===== src/hdl/rrsl_pkg.sv =====
// Shared types and codes for the relay range shift loader.
`timescale 1ns / 1ps
`default_nettype none

package rrsl_pkg;

	typedef enum logic [2:0] {
		KIND_TICK   = 3'd0,
		KIND_SELECT = 3'd1,
		KIND_CLEAR  = 3'd2,
		KIND_ARM    = 3'd3,
		KIND_POLL   = 3'd4
	} kind_t;

	typedef enum logic [1:0] {
		PH_START   = 2'd0,
		PH_SHIFT   = 2'd1,
		PH_STORAGE = 2'd2
	} phase_t;

	typedef enum logic [1:0] {
		RANGE_NONE  = 2'd0,
		RANGE_2V5   = 2'd1,
		RANGE_250MV = 2'd2
	} range_t;

	localparam logic [3:0] POS_LAST_DIRECT = 4'd6;
	localparam logic [3:0] POS_LOW_RANGE   = 4'd7;
	localparam logic [3:0] BC_LAST_DATA    = 4'd7;
	localparam logic [3:0] BC_FINAL_CLK    = 4'd8;
	localparam logic [3:0] BC_LATCH        = 4'd9;
	localparam logic [3:0] BC_DONE         = 4'd10;
	localparam logic [7:0] LOW_RANGE_RELAY = 8'h40;

	localparam int IN_DATA_W  = 24;
	localparam int IN_USER_W  = 3;
	localparam int OUT_DATA_W = 32;

	typedef struct packed {
		kind_t      kind;
		logic [3:0] position;
		logic [7:0] seq_byte;
		logic [7:0] origin_ctrl;
	} item_t;

	typedef struct packed {
		logic       shift_clk;
		logic       latch_clk;
		logic       serial_bit;
		logic       busy_res;
		logic       setpoint_valid;
		logic [2:0] setpoint_index;
		range_t     range_code;
		logic       bad_position;
		logic       done_valid;
		logic [7:0] done_seq;
		logic [7:0] done_ctrl;
	} res_t;

endpackage

`default_nettype wire


===== src/hdl/relay_range_shift_loader.sv =====
// Top level of the relay range shift loader: request register, sequencer, result register.
//
// Usage: each request on the s_axis channel is one step of the relay driver.
// s_axis_tuser carries the kind (tick, select, clear, arm notify, poll notify);
// s_axis_tdata carries position, sequence byte and control byte. Every request
// gives exactly one result on m_axis, holding the shift clock, latch and serial
// data pin levels after the step, the busy flag, setpoint and range requests,
// the bad position flag and any released completion notification.
// A request waits in the request register; its result is registered in the result register.
// Throughput: one request per cycle while the receiver takes results; the request
// register and result register each take a new entry whenever the stage behind them moves.
// When the receiver stalls, the result register holds, then the request
// register fills and s_axis_tready drops until m_axis_tready returns.
// Reset clears both registers and puts the sequencer at start with the blanking
// pass first, no switch running, all pins low and no notification armed.
`timescale 1ns / 1ps
`default_nettype none

module relay_range_shift_loader (
	input  wire                                 clk,
	input  wire                                 arst_n,
	input  wire                                 s_axis_tvalid,
	output logic                                s_axis_tready,
	// position[3:0], seq_byte[11:4], origin_ctrl[19:12], zero pad
	input  wire  [rrsl_pkg::IN_DATA_W-1:0]      s_axis_tdata,
	// kind[2:0]
	input  wire  [rrsl_pkg::IN_USER_W-1:0]      s_axis_tuser,
	output logic                                m_axis_tvalid,
	input  wire                                 m_axis_tready,
	// shift_clk[0], latch_clk[1], serial_bit[2], busy_res[3], setpoint_valid[4],
	// setpoint_index[7:5], range_code[9:8], bad_position[10], done_valid[11],
	// done_seq[19:12], done_ctrl[27:20], zero pad
	output logic [rrsl_pkg::OUT_DATA_W-1:0]     m_axis_tdata
);

	logic            valid_s1;
	rrsl_pkg::item_t item_s1;
	logic            valid_s2;
	rrsl_pkg::res_t  res_s2;
	rrsl_pkg::res_t  res;
	logic            advance;
	logic            step;

	assign advance       = !valid_s2 || m_axis_tready;
	assign s_axis_tready = !valid_s1 || advance;
	assign step          = valid_s1 && advance;

	always_ff @(posedge clk or negedge arst_n) begin
		if (!arst_n) begin
			valid_s1 <= 1'b0;
			valid_s2 <= 1'b0;
		end else begin
			if (s_axis_tready) begin
				valid_s1 <= s_axis_tvalid;
			end
			if (advance) begin
				valid_s2 <= valid_s1;
			end
		end
	end

	always_ff @(posedge clk) begin
		if (s_axis_tvalid && s_axis_tready) begin
			item_s1.kind        <= rrsl_pkg::kind_t'(s_axis_tuser);
			item_s1.position    <= s_axis_tdata[3:0];
			item_s1.seq_byte    <= s_axis_tdata[11:4];
			item_s1.origin_ctrl <= s_axis_tdata[19:12];
		end
		if (step) begin
			res_s2 <= res;
		end
	end

	rrsl_sequencer u_seq (
		.clk    (clk),
		.arst_n (arst_n),
		.step   (step),
		.item   (item_s1),
		.res    (res)
	);

	assign m_axis_tvalid = valid_s2;
	assign m_axis_tdata  = {4'b0000,
	                        res_s2.done_ctrl,
	                        res_s2.done_seq,
	                        res_s2.done_valid,
	                        res_s2.bad_position,
	                        res_s2.range_code,
	                        res_s2.setpoint_index,
	                        res_s2.setpoint_valid,
	                        res_s2.busy_res,
	                        res_s2.serial_bit,
	                        res_s2.latch_clk,
	                        res_s2.shift_clk};

`ifndef SYNTHESIS
	a_stall_only: assert property (@(posedge clk) disable iff (!arst_n)
		!s_axis_tready |-> (m_axis_tvalid && !m_axis_tready))
		else $error("request side stalled without result stall");

	a_latch_busy: assert property (@(posedge clk) disable iff (!arst_n)
		(m_axis_tvalid && m_axis_tdata[1]) |-> (!m_axis_tdata[0] && m_axis_tdata[3]))
		else $error("latch high outside a running switch");

	a_idle_pins: assert property (@(posedge clk) disable iff (!arst_n)
		(m_axis_tvalid && !m_axis_tdata[3]) |-> (!m_axis_tdata[0] && !m_axis_tdata[1]))
		else $error("clock or latch left high while idle");

	a_done_alone: assert property (@(posedge clk) disable iff (!arst_n)
		(m_axis_tvalid && m_axis_tdata[11]) |-> (!m_axis_tdata[4] && !m_axis_tdata[10]))
		else $error("notification released with a setpoint result");
`endif

endmodule

`default_nettype wire


===== src/hdl/rrsl_sequencer.sv =====
// Relay sequencer state and per-request next-state and result logic.
`timescale 1ns / 1ps
`default_nettype none

module rrsl_sequencer (
	input  wire               clk,
	input  wire               arst_n,
	input  wire               step,
	input  wire rrsl_pkg::item_t item,
	output rrsl_pkg::res_t    res
);

	rrsl_pkg::phase_t phase_q, phase_d;
	logic [3:0] bit_count_q, bit_count_d;
	logic       blank_q, blank_d;
	logic       switching_q, switching_d;
	logic [7:0] pattern_q, pattern_d;
	logic [2:0] pins_q, pins_d;
	logic       pending_q, pending_d;
	logic       ready_q, ready_d;
	logic [7:0] seq_q, seq_d;
	logic [7:0] ctrl_q, ctrl_d;

	always_comb begin
		logic [7:0] pat;
		phase_d     = phase_q;
		bit_count_d = bit_count_q;
		blank_d     = blank_q;
		switching_d = switching_q;
		pattern_d   = pattern_q;
		pins_d      = pins_q;
		pending_d   = pending_q;
		ready_d     = ready_q;
		seq_d       = seq_q;
		ctrl_d      = ctrl_q;
		res                = '0;
		res.range_code     = rrsl_pkg::RANGE_NONE;
		pat = blank_q ? 8'h00 : pattern_q;

		unique case (item.kind)
			rrsl_pkg::KIND_TICK: begin
				if (switching_q) begin
					priority if (bit_count_q <= rrsl_pkg::BC_LAST_DATA) begin
						if (phase_q == rrsl_pkg::PH_SHIFT) begin
							pins_d[0] = 1'b1;
							phase_d   = rrsl_pkg::PH_STORAGE;
						end else begin
							pins_d[0] = 1'b0;
							if (phase_q != rrsl_pkg::PH_STORAGE) begin
								pins_d[1] = 1'b0;
							end
							pins_d[2]   = pat[bit_count_q[2:0]];
							bit_count_d = bit_count_q + 4'd1;
							phase_d     = rrsl_pkg::PH_SHIFT;
						end
					end else if (bit_count_q == rrsl_pkg::BC_FINAL_CLK) begin
						pins_d[0]   = 1'b1;
						bit_count_d = rrsl_pkg::BC_LATCH;
					end else if (bit_count_q == rrsl_pkg::BC_LATCH) begin
						pins_d[0]   = 1'b0;
						pins_d[1]   = 1'b1;
						bit_count_d = rrsl_pkg::BC_DONE;
					end else begin
						bit_count_d = 4'd0;
						pins_d[1]   = 1'b0;
						phase_d     = rrsl_pkg::PH_START;
						if (!blank_q) begin
							switching_d = 1'b0;
							pattern_d   = 8'h00;
							if (pending_q) begin
								ready_d = 1'b1;
							end
						end
						blank_d = !blank_q;
					end
				end
			end
			rrsl_pkg::KIND_SELECT: begin
				priority if (item.position >= 4'd1 &&
				             item.position <= rrsl_pkg::POS_LAST_DIRECT) begin
					pattern_d          = 8'h01 << item.position[2:0];
					switching_d        = 1'b1;
					res.setpoint_valid = 1'b1;
					res.setpoint_index = item.position[2:0];
					res.range_code     = rrsl_pkg::RANGE_2V5;
				end else if (item.position == rrsl_pkg::POS_LOW_RANGE) begin
					pattern_d          = rrsl_pkg::LOW_RANGE_RELAY;
					switching_d        = 1'b1;
					res.setpoint_valid = 1'b1;
					res.setpoint_index = item.position[2:0];
					res.range_code     = rrsl_pkg::RANGE_250MV;
				end else begin
					res.bad_position = 1'b1;
				end
			end
			rrsl_pkg::KIND_CLEAR: begin
				pattern_d          = 8'h00;
				switching_d        = 1'b1;
				res.setpoint_valid = 1'b1;
			end
			rrsl_pkg::KIND_ARM: begin
				pending_d = 1'b1;
				ready_d   = 1'b0;
				seq_d     = item.seq_byte;
				ctrl_d    = item.origin_ctrl;
			end
			rrsl_pkg::KIND_POLL: begin
				if (ready_q) begin
					ready_d        = 1'b0;
					pending_d      = 1'b0;
					res.done_valid = 1'b1;
					res.done_seq   = seq_q;
					res.done_ctrl  = ctrl_q;
				end
			end
			default: begin
			end
		endcase

		res.shift_clk  = pins_d[0];
		res.latch_clk  = pins_d[1];
		res.serial_bit = pins_d[2];
		res.busy_res   = switching_d;
	end

	always_ff @(posedge clk or negedge arst_n) begin
		if (!arst_n) begin
			phase_q     <= rrsl_pkg::PH_START;
			bit_count_q <= 4'd0;
			blank_q     <= 1'b1;
			switching_q <= 1'b0;
			pattern_q   <= 8'h00;
			pins_q      <= 3'b000;
			pending_q   <= 1'b0;
			ready_q     <= 1'b0;
			seq_q       <= 8'h00;
			ctrl_q      <= 8'h00;
		end else if (step) begin
			phase_q     <= phase_d;
			bit_count_q <= bit_count_d;
			blank_q     <= blank_d;
			switching_q <= switching_d;
			pattern_q   <= pattern_d;
			pins_q      <= pins_d;
			pending_q   <= pending_d;
			ready_q     <= ready_d;
			seq_q       <= seq_d;
			ctrl_q      <= ctrl_d;
		end
	end

endmodule

`default_nettype wire


===== config.mk =====
export PLATFORM = sky130hd
export DESIGN_NAME = relay_range_shift_loader
export DESIGN_NICKNAME = d
export VERILOG_FILES = /design/src/hdl/rrsl_pkg.sv /design/src/hdl/relay_range_shift_loader.sv /design/src/hdl/rrsl_sequencer.sv
export SDC_FILE = /design/constraint.sdc
export NUM_CORES = 1
export LEC_CHECK = 0
export CORE_MARGIN = 10
export CORE_UTILIZATION = 48
export DETAILED_ROUTE_END_ITERATION = 16
export DONT_BUFFER_PORTS = 1
export PLACE_DENSITY_LB_ADDON = 0.1
export SYNTH_ARGS = -nofsm -noshare
export SYNTH_HDL_FRONTEND = slang
export SYNTH_HIERARCHICAL = 1
export SYNTH_SLANG_ARGS = --single-unit

===== constraint.sdc =====
create_clock -name clk -period 2.9 [get_ports clk]
set_input_delay 0.145 -clock clk [delete_from_list [all_inputs] [get_ports clk]]
set_output_delay 0.145 -clock clk [all_outputs]
set_load 0.01 [all_outputs]

==> impl_metrics.env <==
export IMPL_worstSkewPairLatency_ns=0.35
export IMPL_use_met2=0.186
export IMPL_ys_seq_area_frac=0.675
export IMPL_wire_per_inst_um=18.0
export IMPL_fin_crit_ns=2.14
export IMPL_setup_slack_ns=0.761
export IMPL_cp_start_kind="register"
export IMPL_hpwl_um=4430
export IMPL_reg2regPathDepth=6
export IMPL_power_density_nw_per_um2=692
export IMPL_htree_levels=3
export IMPL_area_delta_synth_final_pct=14.9
export IMPL_core_area_um2=7650
export IMPL_wl_um=7020
export IMPL_die_h_um=108
export IMPL_cts_setup_buffers=0
export IMPL_rsz0062_at_grt="no"
export IMPL_path_class="reg2reg"
export IMPL_combPwrFrac=0.134
export IMPL_antenna_found_initial=0
export IMPL_r2r_start="m_axis_tvalid$_DFFE_PN0P_"
export IMPL_tns_ns=0
export IMPL_seqPwrFrac=0.573
export IMPL_hold_path_startpoint="m_axis_tready"
export IMPL_n_fill_cell=625
export IMPL_swShare=0.268
export IMPL_synth_enable_flop_cells=51
export IMPL_gr_usage_met3=0.0428
export IMPL_finalClockSkew_ns=0.00939
export IMPL_cts_sinks=90
export IMPL_n_antenna_cell=0
export IMPL_drtAntennaViolNets=0
export IMPL_placementRows=32
export IMPL_cp_arrival_ns=2.41
export IMPL_gr_total_overflow=0
export IMPL_async_flop_share=0.433
export IMPL_hold_end="valid_s1$_DFFE_PN0P_"
export IMPL_io_buffers=0
export IMPL_cts_resized=0
export IMPL_hold_slack_ns=0.0176
export IMPL_drv_slew=0
export IMPL_critPathMaxFanout=29
export IMPL_grt_max_degree=40
export IMPL_num_vias=2112
export IMPL_syn_area_per_cell_um2=14.6
export IMPL_first_pass_iters=4
export IMPL_die_w_um=108
export IMPL_finalNonFillerCells=390
export IMPL_total_power_mw=2.96
export IMPL_ios=65
export IMPL_drc=0
export IMPL_initial_core_util=0.486
export IMPL_grt_pass1_wl_um=11000
export IMPL_viasPerCell=5.42
export IMPL_drv_cap=0
export IMPL_place_congestion=0.725
export IMPL_slew_headroom=0.438
export IMPL_cts_buffer_depth=2
export IMPL_cts_tree="done"
export IMPL_ys_types=57
export IMPL_hp_class="in2reg"
export IMPL_cts_inserted_buffers=9
export IMPL_use_met1=0.152
export IMPL_setup_viol_count_final=0
export IMPL_hold_buffers=27
export IMPL_grt_pass1_vias=2104
export IMPL_yosysWarnings=6
export IMPL_finalHoldViolCount=0
export IMPL_cp_end_kind="register"
export IMPL_place_worst_setup_slack_ns=0.778
export IMPL_p_int_mw=2.16
export IMPL_r2r_end="u_seq/ready_q$_DFFE_PN0P_"
export IMPL_syn_inst=255
export IMPL_dp_cells=347
export IMPL_max_freq_mhz=468
export IMPL_reg2reg_slack_ns=0.76
export IMPL_worstMarginPinSlew_ns=0.831
export IMPL_cts_root_buf="clkbuf_8"
export IMPL_cp_required_ns=3.17
export IMPL_hold_depth=2
export IMPL_status="finished clean"
export IMPL_drt_iter0_markers=99
export IMPL_clkPwrFrac=0.292
export IMPL_clkTransAtPathRegs_ns=0.09
export IMPL_track_usage=0.122
export IMPL_power_leakage_nw=1.69
export IMPL_max_vdd_ir_drop_uv=344
export IMPL_post_route_period_util=0.737
export IMPL_netlist_area_um2=3720
export IMPL_die_area_um2=11700
export IMPL_synth_top_flop_cell="edfxtp_1"
export IMPL_synth_seq_cells=90
export IMPL_power_switching_uw=793
export IMPL_final_nets=317
export IMPL_grt_busiest_layer="met2"
export IMPL_drive_gt1_frac=0.167
through the flow:
step | utilization | instance area [um2]
finish | 0.559 | 4270
CTS | 0.559 | 4270
global route | 0.559 | 4270
floorplan | - | 3730
detailed placement | 0.495 | 3780
global placement | 0.495 | 3780
power by group through the flow:
stage,logic [mW],clock network (mW),registers [mW]
2_1_floorplan,0.326,0,1.67
3_3_place_gp,0.343,0,1.72
3_5_place_dp,0.354,0,1.72
4_1_cts,0.401,0.885,1.70
5_1_grt,0.442,0.941,1.72
6_report,0.397,0.865,1.70
critical path: stages, from the launching register on:
cell      delay (ns)
dfrtp_1         0.47
nand2b_1        0.12
and2_2          0.57
buf_4           0.37
a31oi_1         0.13
a311o_1         0.28
a21oi_1         0.12
per-layer routing:
metal,part of all wire,routed length [um],up-vias
li1,-,-,994
met1,0.45,3130,1053
met2,0.48,3380,57
met3,0.063,440,8
met4,0.011,78,0
met5,0,0,-
synthesized netlist by cell type (2+ instances only):
library cell / instances / area, um2
nand3b_1: 5 / 37.5
buf_2: 2 / 10.0
nand2b_1: 8 / 50.1
edfxtp_1: 51 / 1530
nand4_1: 3 / 18.8
nand2_1: 13 / 48.8
a21boi_0: 2 / 15.0
ha_1: 3 / 37.5
and3_1: 3 / 18.8
inv_1: 6 / 22.5
nand3_1: 4 / 20.0
nor2_1: 5 / 18.8
mux2_2: 18 / 203
and2_1: 22 / 138
a21oi_1: 4 / 20.0
buf_4: 6 / 45.0
nor4_1: 4 / 25.0
o2bb2ai_1: 5 / 43.8
a221o_1: 2 / 20.0
nand4b_1: 2 / 17.5
a21o_1: 3 / 22.5
clkbuf_1: 5 / 18.8
mux2i_1: 2 / 20.0
xnor2_1: 2 / 17.5
o31ai_1: 4 / 30.0
dfrtp_1: 38 / 951
o21ai_0: 3 / 15.0
registers in the layout (all words and copies together), names as in the netlist, 2 cells and up:
register	cells
item_s1	23
u_seq/phase_q	2
u_seq/seq_q	8
u_seq/pins_q	3
u_seq/pattern_q	8
u_seq/ctrl_q	8
u_seq/bit_count_q	4
m_axis_tdata	28
layout make-up:
type,count,area (um2),area share
well taps,102,128,0.0299
clock inverters,6,72.6,0.0170
clock buffers,10,128,0.0299
inverters,6,22.5,0.00527
repair buffers,29,303,0.0709
flip-flops and latches,90,2510,0.587
multi-input cells,147,1110,0.260
cell families (layout without fill, tap and decap cells):
kind of cell	after synthesis	in the layout	synth area share
compound gates	34	34	0.0693
other cells	1	4	0.00101
fa+ha+maj	3	3	0.0101
mux	22	22	0.0690
xor+xnor	2	2	0.00471
buf+inv	21	51	0.0299
simple gates	82	82	0.141
flops	90	90	0.675
worst max-delay path by stage:
stage	from	end	slack, ns	cells after the start
floorplan	m_axis_tvalid$_DFFE_PN0P_	u_seq/ctrl_q[1]$_DFFE_PN0P_	0.33	6
global placement	m_axis_tvalid$_DFFE_PN0P_	u_seq/pattern_q[1]$_DFFE_PN0P_	0.77	6
detailed placement	m_axis_tvalid$_DFFE_PN0P_	u_seq/ready_q$_DFFE_PN0P_	0.78	6
CTS	m_axis_tvalid$_DFFE_PN0P_	u_seq/ready_q$_DFFE_PN0P_	0.74	6
global route	m_axis_tvalid$_DFFE_PN0P_	u_seq/pattern_q[2]$_DFFE_PN0P_	0.56	6
finish	m_axis_tvalid$_DFFE_PN0P_	u_seq/ready_q$_DFFE_PN0P_	0.76	6
cell usage in the layout, fill, tap and decap left out, types with 4 or more instances in the layout:
| cell | netlist | routed |
|---|---|---|
| a21oi_1 | 4 | 4 |
| and2_1 | 22 | 21 |
| clkbuf_8 | 0 | 9 |
| conb_1 | 1 | 4 |
| dfrtp_1 | 38 | 38 |
| dlygate4sd3_1 | 0 | 26 |
| edfxtp_1 | 51 | 51 |
| inv_1 | 6 | 6 |
| mux2_2 | 18 | 18 |
| nand2_1 | 13 | 13 |
| nand2b_1 | 8 | 8 |
| nand3_1 | 4 | 4 |
| nand3b_1 | 5 | 5 |
| nor2_1 | 5 | 5 |
| nor4_1 | 4 | 4 |
| o2bb2ai_1 | 5 | 5 |
| o31ai_1 | 4 | 4 |
No activity file was read; power rests on OpenSTA's default activity.
